===== config.mk =====
export PLATFORM = sky130hd
export DESIGN_NAME = keyword_caesar_cipher_top
export DESIGN_NICKNAME = d
export VERILOG_FILES = /design/src/sv/kcc_pkg.sv /design/src/sv/kcc_ctrl.sv /design/src/sv/kcc_dp.sv /design/src/sv/keyword_caesar_cipher_top.sv
export SDC_FILE = /design/constraint.sdc
export NUM_CORES = 1
export LEC_CHECK = 0
export BUFFER_PORTS_ARGS = -buffer_cell sky130_fd_sc_hd__buf_2
export CAP_MARGIN = 20
export CORE_MARGIN = 1
export CORE_UTILIZATION = 40
export DETAILED_ROUTE_END_ITERATION = 8
export SLEW_MARGIN = 20
export SYNTH_ARGS = -nofsm -noshare
export SYNTH_HDL_FRONTEND = slang
export SYNTH_SLANG_ARGS = --single-unit

===== constraint.sdc =====
create_clock -name clk -period 9.3 [get_ports clk]
set_input_delay 0.93 -clock clk [delete_from_list [all_inputs] [get_ports clk]]
set_output_delay 0.93 -clock clk [all_outputs]
set_load 0.02 [all_outputs]

===== src/sv/kcc_pkg.sv =====
// Package for the keyword Caesar cipher: item kind and mode codes,
// character constants and the command/status structs between controller and datapath.
// Depends on nothing; every other file imports it.
package kcc_pkg;

	localparam int LETTERS = 26;

	// Item kinds.
	localparam logic [1:0] KIND_CLEAR = 2'd0;
	localparam logic [1:0] KIND_KEY   = 2'd1;
	localparam logic [1:0] KIND_TEXT  = 2'd2;

	// Cipher modes.
	localparam logic [1:0] MODE_PLAIN_ENC = 2'd0;
	localparam logic [1:0] MODE_PLAIN_DEC = 2'd1;
	localparam logic [1:0] MODE_KEY_ENC   = 2'd2;
	localparam logic [1:0] MODE_KEY_DEC   = 2'd3;

	// Configuration register indexes.
	localparam logic [1:0] REG_SHIFT = 2'd0;
	localparam logic [1:0] REG_MODE  = 2'd1;

	localparam logic [7:0] CHAR_UA = 8'h41;
	localparam logic [7:0] CHAR_UZ = 8'h5A;
	localparam logic [7:0] CHAR_LA = 8'h61;
	localparam logic [7:0] CHAR_LZ = 8'h7A;

	localparam logic [4:0] LAST_LETTER = 5'(LETTERS - 1);

	typedef struct packed {
		logic clear;      // clear the keyed alphabet state
		logic key_write;  // place the keyword letter on the input
		logic text_load;  // cipher the input character into the output register
		logic fill_start; // latch the text character and start the alphabet fill
		logic fill_step;  // place the next letter of the fill
		logic emit;       // cipher the latched character into the output register
	} dp_cmd_t;

	typedef struct packed {
		logic complete;
		logic fill_last;
		logic out_valid;
	} dp_sts_t;

endpackage


===== src/sv/kcc_ctrl.sv =====
// Controller of the keyword Caesar cipher: input handshake and the fill sequence.
// Depends on kcc_pkg.
module kcc_ctrl (
	input  logic              clk,
	input  logic              arst_n,
	input  logic              in_valid,
	input  logic [1:0]        kind,
	input  logic              out_ready,
	input  kcc_pkg::dp_sts_t  sts,
	output logic              in_ready,
	output kcc_pkg::dp_cmd_t  cmd
);
	import kcc_pkg::*;

	typedef enum logic [2:0] {
		ST_IDLE = 3'b001,
		ST_FILL = 3'b010,
		ST_EMIT = 3'b100
	} state_t;

	state_t state_q, state_d;
	logic   acc;

	assign in_ready = (state_q == ST_IDLE) && (!sts.out_valid || out_ready);
	assign acc      = in_valid && in_ready;

	always_comb begin
		cmd.clear      = acc && (kind == KIND_CLEAR);
		cmd.key_write  = acc && (kind == KIND_KEY) && !sts.complete;
		cmd.text_load  = acc && (kind == KIND_TEXT) && sts.complete;
		cmd.fill_start = acc && (kind == KIND_TEXT) && !sts.complete;
		cmd.fill_step  = (state_q == ST_FILL);
		cmd.emit       = (state_q == ST_EMIT);
	end

	always_comb begin
		state_d = state_q;
		case (state_q)
			ST_IDLE: begin
				if (cmd.fill_start) begin
					state_d = ST_FILL;
				end
			end
			ST_FILL: begin
				if (sts.fill_last) begin
					state_d = ST_EMIT;
				end
			end
			ST_EMIT: begin
				state_d = ST_IDLE;
			end
			default: begin
				state_d = ST_IDLE;
			end
		endcase
	end

	always_ff @(posedge clk or negedge arst_n) begin
		if (!arst_n) begin
			state_q <= ST_IDLE;
		end else begin
			state_q <= state_d;
		end
	end

endmodule


===== src/sv/kcc_dp.sv =====
// Datapath of the keyword Caesar cipher: registers, keyed alphabet tables,
// fill counter, cipher arithmetic and output register. Depends on kcc_pkg.
module kcc_dp (
	input  logic              clk,
	input  logic              arst_n,
	input  kcc_pkg::dp_cmd_t  cmd,
	input  logic [7:0]        character,
	input  logic              cfg_valid,
	input  logic [1:0]        cfg_index,
	input  logic [4:0]        cfg_data,
	input  logic              out_ready,
	output kcc_pkg::dp_sts_t  sts,
	output logic [7:0]        out_char,
	output logic              out_valid
);
	import kcc_pkg::*;

	logic [4:0]         shift_q;
	logic [1:0]         mode_q;
	logic [LETTERS-1:0] used_q;
	logic [4:0]         count_q;
	logic               complete_q;
	logic [4:0]         fill_q;
	logic [7:0]         char_q;
	logic [4:0]         fwd_q [LETTERS];
	logic [4:0]         inv_q [LETTERS];
	logic [7:0]         out_char_q;
	logic               out_valid_q;

	// Keyword letter decode.
	logic       key_up, key_lo;
	logic [7:0] key_off;
	logic [4:0] key_letter;

	// Letter placement shared by keyword items and the fill.
	logic [4:0] pl_letter;
	logic       pl_req, pl_ok;

	// Cipher arithmetic.
	logic [7:0] src;
	logic       is_up, is_lo;
	logic [7:0] src_off;
	logic [4:0] pos, sh_eff, pos_fw, res;
	logic [5:0] sum_fw;
	logic [7:0] result;

	// (x + 26 - sh) mod 26 for x and sh both below 26.
	function automatic logic [4:0] mod_back(input logic [4:0] x, input logic [4:0] sh);
		logic [5:0] t;
		t = {1'b0, x} + 6'(LETTERS) - {1'b0, sh};
		if (t >= 6'(LETTERS)) begin
			t = t - 6'(LETTERS);
		end
		return t[4:0];
	endfunction

	assign key_up     = (character >= CHAR_UA) && (character <= CHAR_UZ);
	assign key_lo     = (character >= CHAR_LA) && (character <= CHAR_LZ);
	assign key_off    = key_up ? (character - CHAR_UA) : (character - CHAR_LA);
	assign key_letter = key_off[4:0];

	assign pl_letter = cmd.fill_step ? fill_q : key_letter;
	assign pl_req    = cmd.fill_step || (cmd.key_write && (key_up || key_lo));
	assign pl_ok     = pl_req && (count_q < 5'(LETTERS)) && !used_q[pl_letter];

	assign src     = cmd.emit ? char_q : character;
	assign is_up   = (src >= CHAR_UA) && (src <= CHAR_UZ);
	assign is_lo   = (src >= CHAR_LA) && (src <= CHAR_LZ);
	assign src_off = is_up ? (src - CHAR_UA) : (src - CHAR_LA);
	assign pos     = src_off[4:0];
	assign sh_eff  = (shift_q >= 5'(LETTERS)) ? (shift_q - 5'(LETTERS)) : shift_q;
	assign sum_fw  = {1'b0, pos} + {1'b0, sh_eff};
	assign pos_fw  = (sum_fw >= 6'(LETTERS)) ? 5'(sum_fw - 6'(LETTERS)) : sum_fw[4:0];

	always_comb begin
		case (mode_q)
			MODE_PLAIN_ENC: res = pos_fw;
			MODE_PLAIN_DEC: res = mod_back(pos, sh_eff);
			MODE_KEY_ENC:   res = fwd_q[pos_fw];
			default:        res = mod_back(inv_q[pos], sh_eff);
		endcase
	end

	always_comb begin
		if (is_lo) begin
			result = CHAR_LA + {3'b000, res};
		end else if (is_up) begin
			result = CHAR_UA + {3'b000, res};
		end else begin
			result = src;
		end
	end

	// Configuration registers.
	always_ff @(posedge clk or negedge arst_n) begin
		if (!arst_n) begin
			shift_q <= '0;
			mode_q  <= MODE_PLAIN_ENC;
		end else if (cfg_valid) begin
			if (cfg_index == REG_SHIFT) begin
				shift_q <= cfg_data;
			end else if (cfg_index == REG_MODE) begin
				mode_q <= cfg_data[1:0];
			end
		end
	end

	// Keyed alphabet bookkeeping.
	always_ff @(posedge clk or negedge arst_n) begin
		if (!arst_n) begin
			used_q     <= '0;
			count_q    <= '0;
			complete_q <= 1'b0;
			fill_q     <= '0;
		end else begin
			if (cmd.clear) begin
				used_q     <= '0;
				count_q    <= '0;
				complete_q <= 1'b0;
			end else begin
				if (pl_ok) begin
					used_q[pl_letter] <= 1'b1;
					count_q           <= count_q + 5'd1;
				end
				if (cmd.fill_step && sts.fill_last) begin
					complete_q <= 1'b1;
				end
			end
			if (cmd.fill_start) begin
				fill_q <= '0;
			end else if (cmd.fill_step) begin
				fill_q <= fill_q + 5'd1;
			end
		end
	end

	// Table contents and the latched text character need no reset.
	always_ff @(posedge clk) begin
		if (pl_ok) begin
			fwd_q[count_q]   <= pl_letter;
			inv_q[pl_letter] <= count_q;
		end
		if (cmd.fill_start) begin
			char_q <= character;
		end
		if (cmd.text_load || cmd.emit) begin
			out_char_q <= result;
		end
	end

	always_ff @(posedge clk or negedge arst_n) begin
		if (!arst_n) begin
			out_valid_q <= 1'b0;
		end else if (cmd.text_load || cmd.emit) begin
			out_valid_q <= 1'b1;
		end else if (out_ready) begin
			out_valid_q <= 1'b0;
		end
	end

	assign sts.complete  = complete_q;
	assign sts.fill_last = (fill_q == LAST_LETTER);
	assign sts.out_valid = out_valid_q;
	assign out_char      = out_char_q;
	assign out_valid     = out_valid_q;

`ifndef NO_ASSERTIONS
	// The placed-letter count always matches the number of letters marked as used.
	a_count_matches_used: assert property (@(posedge clk) disable iff (!arst_n)
		$countones(used_q) == 32'(count_q))
		else $error("keyed alphabet count disagrees with used-letter mask");

	// A completed alphabet holds every letter exactly once.
	a_complete_full: assert property (@(posedge clk) disable iff (!arst_n)
		complete_q |-> (count_q == 5'(LETTERS)))
		else $error("alphabet marked complete with letters missing");

	// A new result is never loaded over one that is still waiting.
	a_no_overwrite: assert property (@(posedge clk) disable iff (!arst_n)
		(cmd.text_load || cmd.emit) |-> (!out_valid_q || out_ready))
		else $error("output register overwritten before it was taken");
`endif

endmodule


===== src/sv/keyword_caesar_cipher_top.sv =====
// Top level of the keyword Caesar cipher.
// Depends on kcc_pkg, kcc_ctrl and kcc_dp.
//
// Usage: items enter on in_valid/in_ready with fields kind and character.
// A clear item empties the keyword, a keyword item adds its letter (folded to
// lower case, repeats and non-letters ignored) and a text item yields one
// result item on out_valid/out_ready carrying out_char. Clear and keyword items
// give no result. Letter case is kept; other characters pass through.
// The shift and mode registers are written on cfg_valid with cfg_index and
// cfg_data; the port is always ready. The user must use it only while the
// block is idle; the block does not enforce this. The first text item after a
// reset or a clear first completes the keyed alphabet: the fill state walks the
// letters in order, placing each one not yet used, then the emit state ciphers
// the latched character; no input is accepted meanwhile. Any other text item is
// registered into the output and appears the cycle after it is accepted, and
// items are taken one per cycle while the output is drained. Reset clears the
// registers, the keyword and the output valid flag; the alphabet tables hold no
// reset value and are always written before use. When the receiver stalls, the
// result waits in the output register and in_ready falls until it is taken.
module keyword_caesar_cipher_top (
	input  logic       clk,
	input  logic       arst_n,
	input  logic       in_valid,
	output logic       in_ready,
	input  logic [1:0] kind,
	input  logic [7:0] character,
	output logic       out_valid,
	input  logic       out_ready,
	output logic [7:0] out_char,
	input  logic       cfg_valid,
	output logic       cfg_ready,
	input  logic [1:0] cfg_index,
	input  logic [4:0] cfg_data
);
	import kcc_pkg::*;

	dp_cmd_t cmd;
	dp_sts_t sts;

	// Configuration writes complete at once.
	assign cfg_ready = 1'b1;

	kcc_ctrl u_ctrl (
		.clk       (clk),
		.arst_n    (arst_n),
		.in_valid  (in_valid),
		.kind      (kind),
		.out_ready (out_ready),
		.sts       (sts),
		.in_ready  (in_ready),
		.cmd       (cmd)
	);

	kcc_dp u_dp (
		.clk       (clk),
		.arst_n    (arst_n),
		.cmd       (cmd),
		.character (character),
		.cfg_valid (cfg_valid),
		.cfg_index (cfg_index),
		.cfg_data  (cfg_data),
		.out_ready (out_ready),
		.sts       (sts),
		.out_char  (out_char),
		.out_valid (out_valid)
	);

endmodule


# Word level (Yosys, flattened, before mapping)
# Memories as Yosys holds them, arrays and structs flattened.
# Index checks and enable logic that the tools add are counted.
# classes
eq_ne	11
mux	30
n_addsub	17
order_cmp	15
n_reduce_logical	34
n_bitwise	2
# ops
cell	n
$mux W5	11
$mux W26	2
$ge A8 B7 Y1 const B	4
$le A8 B7 Y1 const B	4
$or A26 B26 Y26	1
$mux W8	3
$sub A5 B1 Y5 const B	4
$sub A5 B5 Y5 const B	4
$ge A6 B5 Y1 const B	3
$logic_and A1 B1 Y1	17
$add A7 B5 Y8 const A	2
$pmux W5 S3	1
$add A5 B5 Y6 const B	2
$sub A6 B5 Y6	2
$add A5 B1 Y5 const B	2
$mux W1	8
$reduce_bool A2 Y1	4
$add A5 B5 Y6	1
$eq A2 B1 Y1 const B	3
$logic_not A2 Y1	3
$lt A5 B6 Y1 const B	1
$mux W3	2
$pmux W3 S2	1
$bmux W1 S5	1
15 further kinds	23
# word_totals
elab_cells	121
mem_count	2
out_inout_bits	11
ramBits	260
ff_bits	64
in_bits	22
# memory_table
name	words	word_bits	read_ports	rd_clocked_by_memory_dff	wr	line	source
u_dp.fwd_q	26	5	1	0	1	kcc_dp.sv:25	logic [4:0] fwd_q [LETTERS];
u_dp.inv_q	26	5	1	0	1	kcc_dp.sv:26	logic [4:0] inv_q [LETTERS];

# Depth between registers and ports, before layout
# An unclocked memory read counts as a cell.
# logic_depth
depth_word	14
ltp_mapped	28
ltp_nobuf	26

# Modules after synthesis
# From an unflattened synthesis, not the netlist that was laid out.
# unflattened
hier_cells	1207
hier_area_um2	15887.7
# by_module_without_submodules
mod	seq_area_each_um2	area_each_um2	instances	cells_per_inst
kcc_dp	9414.0	15673.8	1	1185
kcc_ctrl	76.3	202.7	1	20
keyword_caesar_cipher_top	0.0	11.3	1	2

# Worst setup path before layout
# No wires, ideal clock.
# synth_timing
path_kind	input -> register
start	input port character[0]
end	register u_dp.out_char_q[4] (netlist: u_dp.out_char[4]), data pin
arrival_time_ps	6174
t_required_ps	9030
stages	26
path_buffers	2
setup_ps	270
setup_slack_ps	2856
cell_sequence	inv_1 > nor2_1 > a21oi_1 > inv_2 > clkbuf_1 > ha_1 > clkbuf_1 > mux4_2 > mux4_2 > a21oi_1 > ha_1 > inv_1 > ha_1 > inv_1 > fa_1 > nor2b_1 > o21ai_0 > a21boi_0 > a2bb2oi_1 > mux2i_1 > and2_1 > o31ai_1 > a32oi_4 > and3_1 > xnor2_1 > mux2i_1
# synth_via
elab_chain_cells	13
word_cells_on_any_way	31
cone_classes	12 x add/sub; 7 x order compare; 8 x mux; 2 x reduce/logical; 2 x memory
# synth_rtl
element	line	source
start: declaration	keyword_caesar_cipher_top.sv:26	input logic [7:0] character,
$mux W8 (*)	kcc_dp.sv:66	assign src = cmd.emit ? char_q : character;
$ge A8 B7 Y1 / $le A8 B7 Y1 (equally long branches)	kcc_dp.sv:67	assign is_up = (src >= CHAR_UA) && (src <= CHAR_UZ);
$logic_and A1 B1 Y1	kcc_dp.sv:67	
$mux W5	kcc_dp.sv:69	assign src_off = is_up ? (src - CHAR_UA) : (src - CHAR_LA);
$mem_v2 Z26 W5	--	
$add A5 B5 Y6	kcc_dp.sv:50	t = {1'b0, x} + 6'(LETTERS) - {1'b0, sh};
$sub A6 B5 Y6	kcc_dp.sv:50	
$sub A5 B5 Y5 / $ge A6 B5 Y1 (equally long branches)	kcc_dp.sv:52, kcc_dp.sv:51	
$mux W5	kcc_dp.sv:51	if (t >= 6'(LETTERS)) begin
$pmux W5 S3	kcc_dp.sv:76	case (mode_q)
$add A7 B5 Y8	kcc_dp.sv:88	result = CHAR_UA + {3'b000, res};
$mux W8	kcc_dp.sv:87	end else if (is_up) begin
$mux W8 (*)	kcc_dp.sv:85	if (is_lo) begin
via u_dp.result[4]	kcc_dp.sv:45	logic [7:0] result;
end signal: assignment	kcc_dp.sv:147	out_char_q <= result;
end: declaration	kcc_dp.sv:27	logic [7:0] out_char_q;
# The timed path passes the listed nets; every way through them passes the cells marked *.
# A chain may end at the register's enable or synchronous reset.

# Worst setup path in the final report
# layout_timing
start	register u_ctrl.state_q[1]
end	register u_dp.out_char_q[4] (netlist: u_dp.out_char[4]), data pin
# layout_via
elab_chain_cells	14
word_cells_on_any_way	32
cone_classes	12 x add/sub; 7 x order compare; 1 x eq/ne; 8 x mux; 2 x reduce/logical; 2 x memory
# layout_rtl
element	line	source
start: declaration	kcc_ctrl.sv:21	state_t state_q, state_d;
start signal: assignment	kcc_ctrl.sv:62	state_q <= state_d;
$eq A3 B3 Y1 (*)	kcc_ctrl.sv:33	cmd.emit = (state_q == ST_EMIT);
$mux W8 (*)	kcc_dp.sv:66	
$ge A8 B7 Y1 / $le A8 B7 Y1 (equally long branches)	kcc_dp.sv:67	
$logic_and A1 B1 Y1	kcc_dp.sv:67	
$mux W5	kcc_dp.sv:69	
$mem_v2 Z26 W5	--	
$add A5 B5 Y6	kcc_dp.sv:50	
$sub A6 B5 Y6	kcc_dp.sv:50	
$sub A5 B5 Y5 / $ge A6 B5 Y1 (equally long branches)	kcc_dp.sv:52, kcc_dp.sv:51	
$mux W5	kcc_dp.sv:51	
$pmux W5 S3	kcc_dp.sv:76	
$add A7 B5 Y8	kcc_dp.sv:88	
$mux W8	kcc_dp.sv:87	
$mux W8 (*)	kcc_dp.sv:85	
via u_dp.result[4]	kcc_dp.sv:45	
# Marks and branches as above.

==> results <==
- The tree built by TritonCTS fans out to 324 sinks.
- The horizontal extent of the die is 200 µm.
- The slew of the pin with the lowest slew margin is 1.19 ns.
- After detailed placement, the total cell area comes to 16500 µm².
- Synthesis handed over a netlist of 1166 instances.
- The post-detailed-route wirelength per cell is 23.1 µm.
- The average instance in the mapped netlist occupies 13.5 µm².
- The first-iteration detailed-routing DRC count is 1076.
- The sequential-to-total area share from yosys stat is 60.4%.
- Counting flops with an async set or reset pin after synthesis yields a share of 14.8%.
- In this run the worst path has a maximum fanout of 25.
- The total routing usage reported by global routing is 20.2%.
- The first detailed-routing pass ran for 6 iterations.
- In this run the critical register-to-register path is captured at u_dp.out_char[4].
- The global-route wire length before repair is 61800 µm.
- The clock-pin slew reported for the worst setup and hold paths after clock tree synthesis is 0.06 ns.
- The tightest min-delay check is of the flip-flop to flip-flop type.
- The number of antenna violations at the first check in global routing is 0.
- The final count of hold timing violations is 0.
- Compared with the post-synthesis result, the final layout area differs by 12.1%.
- The net count of the mapped netlist is 1227.
- The register bit total from synthesis is 324.
- The routed design has 40200 µm of wire.
- In this run, CTS created clock tree buffers numbering 36.
- The setup slack on the worst flop-to-flop path is 2.28 ns.
- The cell at the root of the clock tree is sky130_fd_sc_hd__clkbuf_16.
- The area occupied by multi-input gates is 5850 µm².
- Buffers added to address setup during post-CTS repair amount to 0.
- The data arrival time of the critical path is 7.28 ns.
- The net count reported at finish is 1257.
- Fill cells in the final layout number 3481.
- The number of flops mapped to enable cells by yosys is 276.
- After layout, the worst setup slack is 2.28 ns.
- The run finished with clean final reports.
- After clock tree synthesis, the repair step resized 0 gates.
- Once detailed placement completed, the half-perimeter wirelength came to 27000 µm.
- The floorplan has 72 rows.
- The minimum period implied by the final worst setup slack is 7.02 ns.
- In the post-synthesis netlist, the biggest area contributors are sky130_fd_sc_hd__edfxtp_1 (53%), sky130_fd_sc_hd__dfrtp_1 (7.5%), sky130_fd_sc_hd__mux4_2 (7.3%), sky130_fd_sc_hd__ha_1 (2.9%), sky130_fd_sc_hd__nor2_1 (2.8%).
- The highest attainable clock frequency is 142 MHz.
- The total grt overflow is 0.
- The total count of max-transition violations in the final report was 0.
- The start point of the critical path is u_ctrl.state_q[1].
- Leaving out fill and tap cells, the most frequent cells in the layout are sky130_fd_sc_hd__edfxtp_1 (276), sky130_fd_sc_hd__nor2_1 (116), sky130_fd_sc_hd__nand2_1 (69).
- The via count of the first global-routing pass came to 9912.
- The type of the worst setup path is flip-flop to flip-flop.
- The worst setup path endpoint is u_dp.out_char[4].
- For the worst setup path, the data required time is 9.56 ns.
- The TritonCTS clock tree is built.
- The max-cap check violation count is 0.
- The biggest area contributor in the post-synthesis netlist is sky130_fd_sc_hd__edfxtp_1.
- During I/O placement, the number of pins put on the boundary was 33.
- Across the routed clock network, the largest skew measured is 0.0217 ns.
- The commonest register cell after synthesis is sky130_fd_sc_hd__edfxtp_1.
- Timing analysis after detailed placement gives a worst setup slack of 1.77 ns.
- VDD sags by at most 0.141 mV.
- For this run, the slowest stage of the critical path takes 0.84 ns.
- The number of I/O port buffers is 31.
- Yosys printed 0 warnings.
- The critical register-to-register path startpoint is u_ctrl.state_q[1].
- The global placement routability congestion is 0.899.
- Headroom to the max-slew limit came out at 20.1%.
- Setup violations remaining at the end of the flow were counted as 0.
- For the worst-skew pair, the clock arrives at the later sink with an insertion delay of 0.53 ns.
- The cell depth of the worst flop-to-flop path is 23.
- The maximum number of pins on one net before global-route repair is 49.
- The mapped netlist covers 15700 µm².
- The unique cell type count in the Yosys netlist is 84.
- The analysis attributes to cell leakage a power of 6.31 nW.
- The number of nets still failing antenna checks after routing is 0.
- The detailed-route DRC error count is 0.
- The detailed router placed 10200 vias in this run.
- The element type at the critical path start is a flip-flop.
- The part of the cycle the worst path needs is 75.5%.
- Hold repair after CTS inserted 0 buffers.
- The total power of the final layout is 4.73 mW.
- The largest individual stage delay along the critical path comes from the cell sky130_fd_sc_hd__nand2_1.
- By instance count, the cell type seen most on the critical path is sky130_fd_sc_hd__buf_4.
- For this configuration, the core starts out at a cell density of 40.6%.
- The number of buffer and inverter stages on the critical path is 4.
- After detailed routing, the number of vias per cell comes to 5.90.
- Setup repair after global routing left no endpoint under its margin.
- The die height is 200 µm.
- On the critical path the largest part of the delay comes from simple AND/OR/NAND/NOR gates.
- The post-route cell area is 17600 µm².
- Traced cell by cell, the critical path runs through nor3b_1, buf_4, nor2_1, a21oi_1, nand2_1, xor2_2, buf_4, ha_1, xnor2_1, buf_4, inv_2, a22oi_2, nand4_1, nand2_1, mux4_2, o211ai_1, o21ai_0, o32ai_1, a21oi_1, ha_1, and3_1, xnor2_1, mux2i_1.
- The most common cell after layout, fill and taps aside is sky130_fd_sc_hd__edfxtp_1.
- The area of the die is 40100 µm².
- The portion of synthesized cell area occupied by the leading cell type is 52.7%.
- The worst setup path is captured at a flip-flop.
- The number of levels the H-tree was split into is 2.
- The floorplan step defined a core boundary enclosing 38700 µm².
- Of the cells placed in the final design, the portion with a size suffix greater than 1 is 16.1%.
- The total power density per cell area is 268 nW/µm².
- Setup total negative slack on the finished layout was measured at 0 ns.
- The number of buffers on the longest clock path is 3.
- The footprint of the flip-flops and latches is 9490 µm².
- The critical path crosses 23 cells after its start point.
- 0 antenna diodes ended up in the layout.
-- sequential cells by signal (all words and copies together) (netlist names), 2 cells and up --
register	cells
u_dp.char_q	8
u_dp.fill_q	5
u_dp.used_q	26
u_dp.out_char	8
u_dp.count_q	5
u_dp.inv_q	130
u_dp.shift_q	5
u_dp.mode_q	2
u_ctrl.state_q	3
u_dp.fwd_q	130
-- power by group --
part / internal [mW] / switching, mW / total [mW] / leakage (nW)
sequential: 1.61 / 0.0345 / 1.64 / 3.32
combinational: 0.589 / 1.08 / 1.67 / 2.42
clock: 0.851 / 0.566 / 1.42 / 0.559
total: 3.05 / 1.68 / 4.73 / 6.31
-- worst register-to-register path, delay by kind of cell (launching register included) --
| kind | cells | cell delay [ns] |
|---|---|---|
| AO/OA/AOI/OAI | 6 | 1.88 |
| XOR/XNOR | 3 | 0.55 |
| adder cells (fa/ha/maj) | 2 | 0.67 |
| buffers and inverters | 4 | 0.86 |
| flip-flops | 1 | 0.40 |
| multiplexers | 2 | 0.53 |
| AND/OR/NAND/NOR | 6 | 1.89 |
-- cell usage after synthesis, types with 13 or more instances --
library cell               count
sky130_fd_sc_hd__xor2_1       14
sky130_fd_sc_hd__a211oi_1     13
sky130_fd_sc_hd__nand2_1      69
sky130_fd_sc_hd__nand3_1      27
sky130_fd_sc_hd__a21oi_1      37
sky130_fd_sc_hd__nor2_1      117
sky130_fd_sc_hd__a31oi_1      13
sky130_fd_sc_hd__mux2_2       15
sky130_fd_sc_hd__ha_1         36
sky130_fd_sc_hd__clkbuf_1     32
sky130_fd_sc_hd__o21ai_0      33
sky130_fd_sc_hd__dfrtp_1      47
sky130_fd_sc_hd__nor3_1       24
sky130_fd_sc_hd__mux2i_1      42
sky130_fd_sc_hd__inv_1        45
sky130_fd_sc_hd__mux4_2       51
sky130_fd_sc_hd__o21a_1       30
sky130_fd_sc_hd__edfxtp_1    276
sky130_fd_sc_hd__nand4_1      13
sky130_fd_sc_hd__xnor2_1      19
-- per-layer routing --
metal  global-route usage, %  share of wire [%]  up-vias
met5                       0                  0        -
met4                    7.50                2.9        0
met3                    4.25                8.3       80
met2                    29.5                 43      445
met1                    29.6                 45     5136
li1                        -                  -     4586
-- final cells by class --
cell class | count | share of cell area, %
Clock buffer | 46 | 5.50
Clock inverter | 16 | 1.12
Inverter | 48 | 1.02
Multi-Input combinational cell | 738 | 33.2
Sequential cell | 324 | 53.8
Tap cell | 518 | 3.68
Timing Repair Buffer | 48 | 1.65
-- logic make-up after synthesis --
group	count (synthesis)	synth area share (%)
xor gates and xnor gates	33	1.84
muxes	108	11.1
DFF	324	60.4
other	1	0.0238
and+or+nand+nor	316	9.56
AOI/OAI and AO/OA	240	11.2
adders and majority gates	40	3.31
buffers and inverters	104	2.67
-- through the flow --
stage	instances	hold WS, ns	utilization (%)
2_1_floorplan	1166	0.454	-
3_3_place_gp	1675	0.468	42.4
3_5_place_dp	1676	0.476	42.5
4_1_cts	1738	0.489	45.5
5_1_grt	1738	0.504	45.5
6_report	1738	0.483	45.5
-- how the worst min path moves through the flow --
stage | from | endpoint | slack (ns) | cells past startpoint
floorplan | u_ctrl.state_q[2] | u_ctrl.state_q[1] | 0.45 | 1
global placement | u_dp.used_q[17] | u_dp.used_q[17] | 0.47 | 1
detailed placement | u_dp.used_q[11] | u_dp.used_q[11] | 0.48 | 1
CTS | u_dp.used_q[11] | u_dp.used_q[11] | 0.49 | 1
global route | u_dp.used_q[18] | u_dp.used_q[18] | 0.50 | 1
finish | u_dp.used_q[11] | u_dp.used_q[11] | 0.48 | 1
No activity file was read; power rests on OpenSTA's default activity.
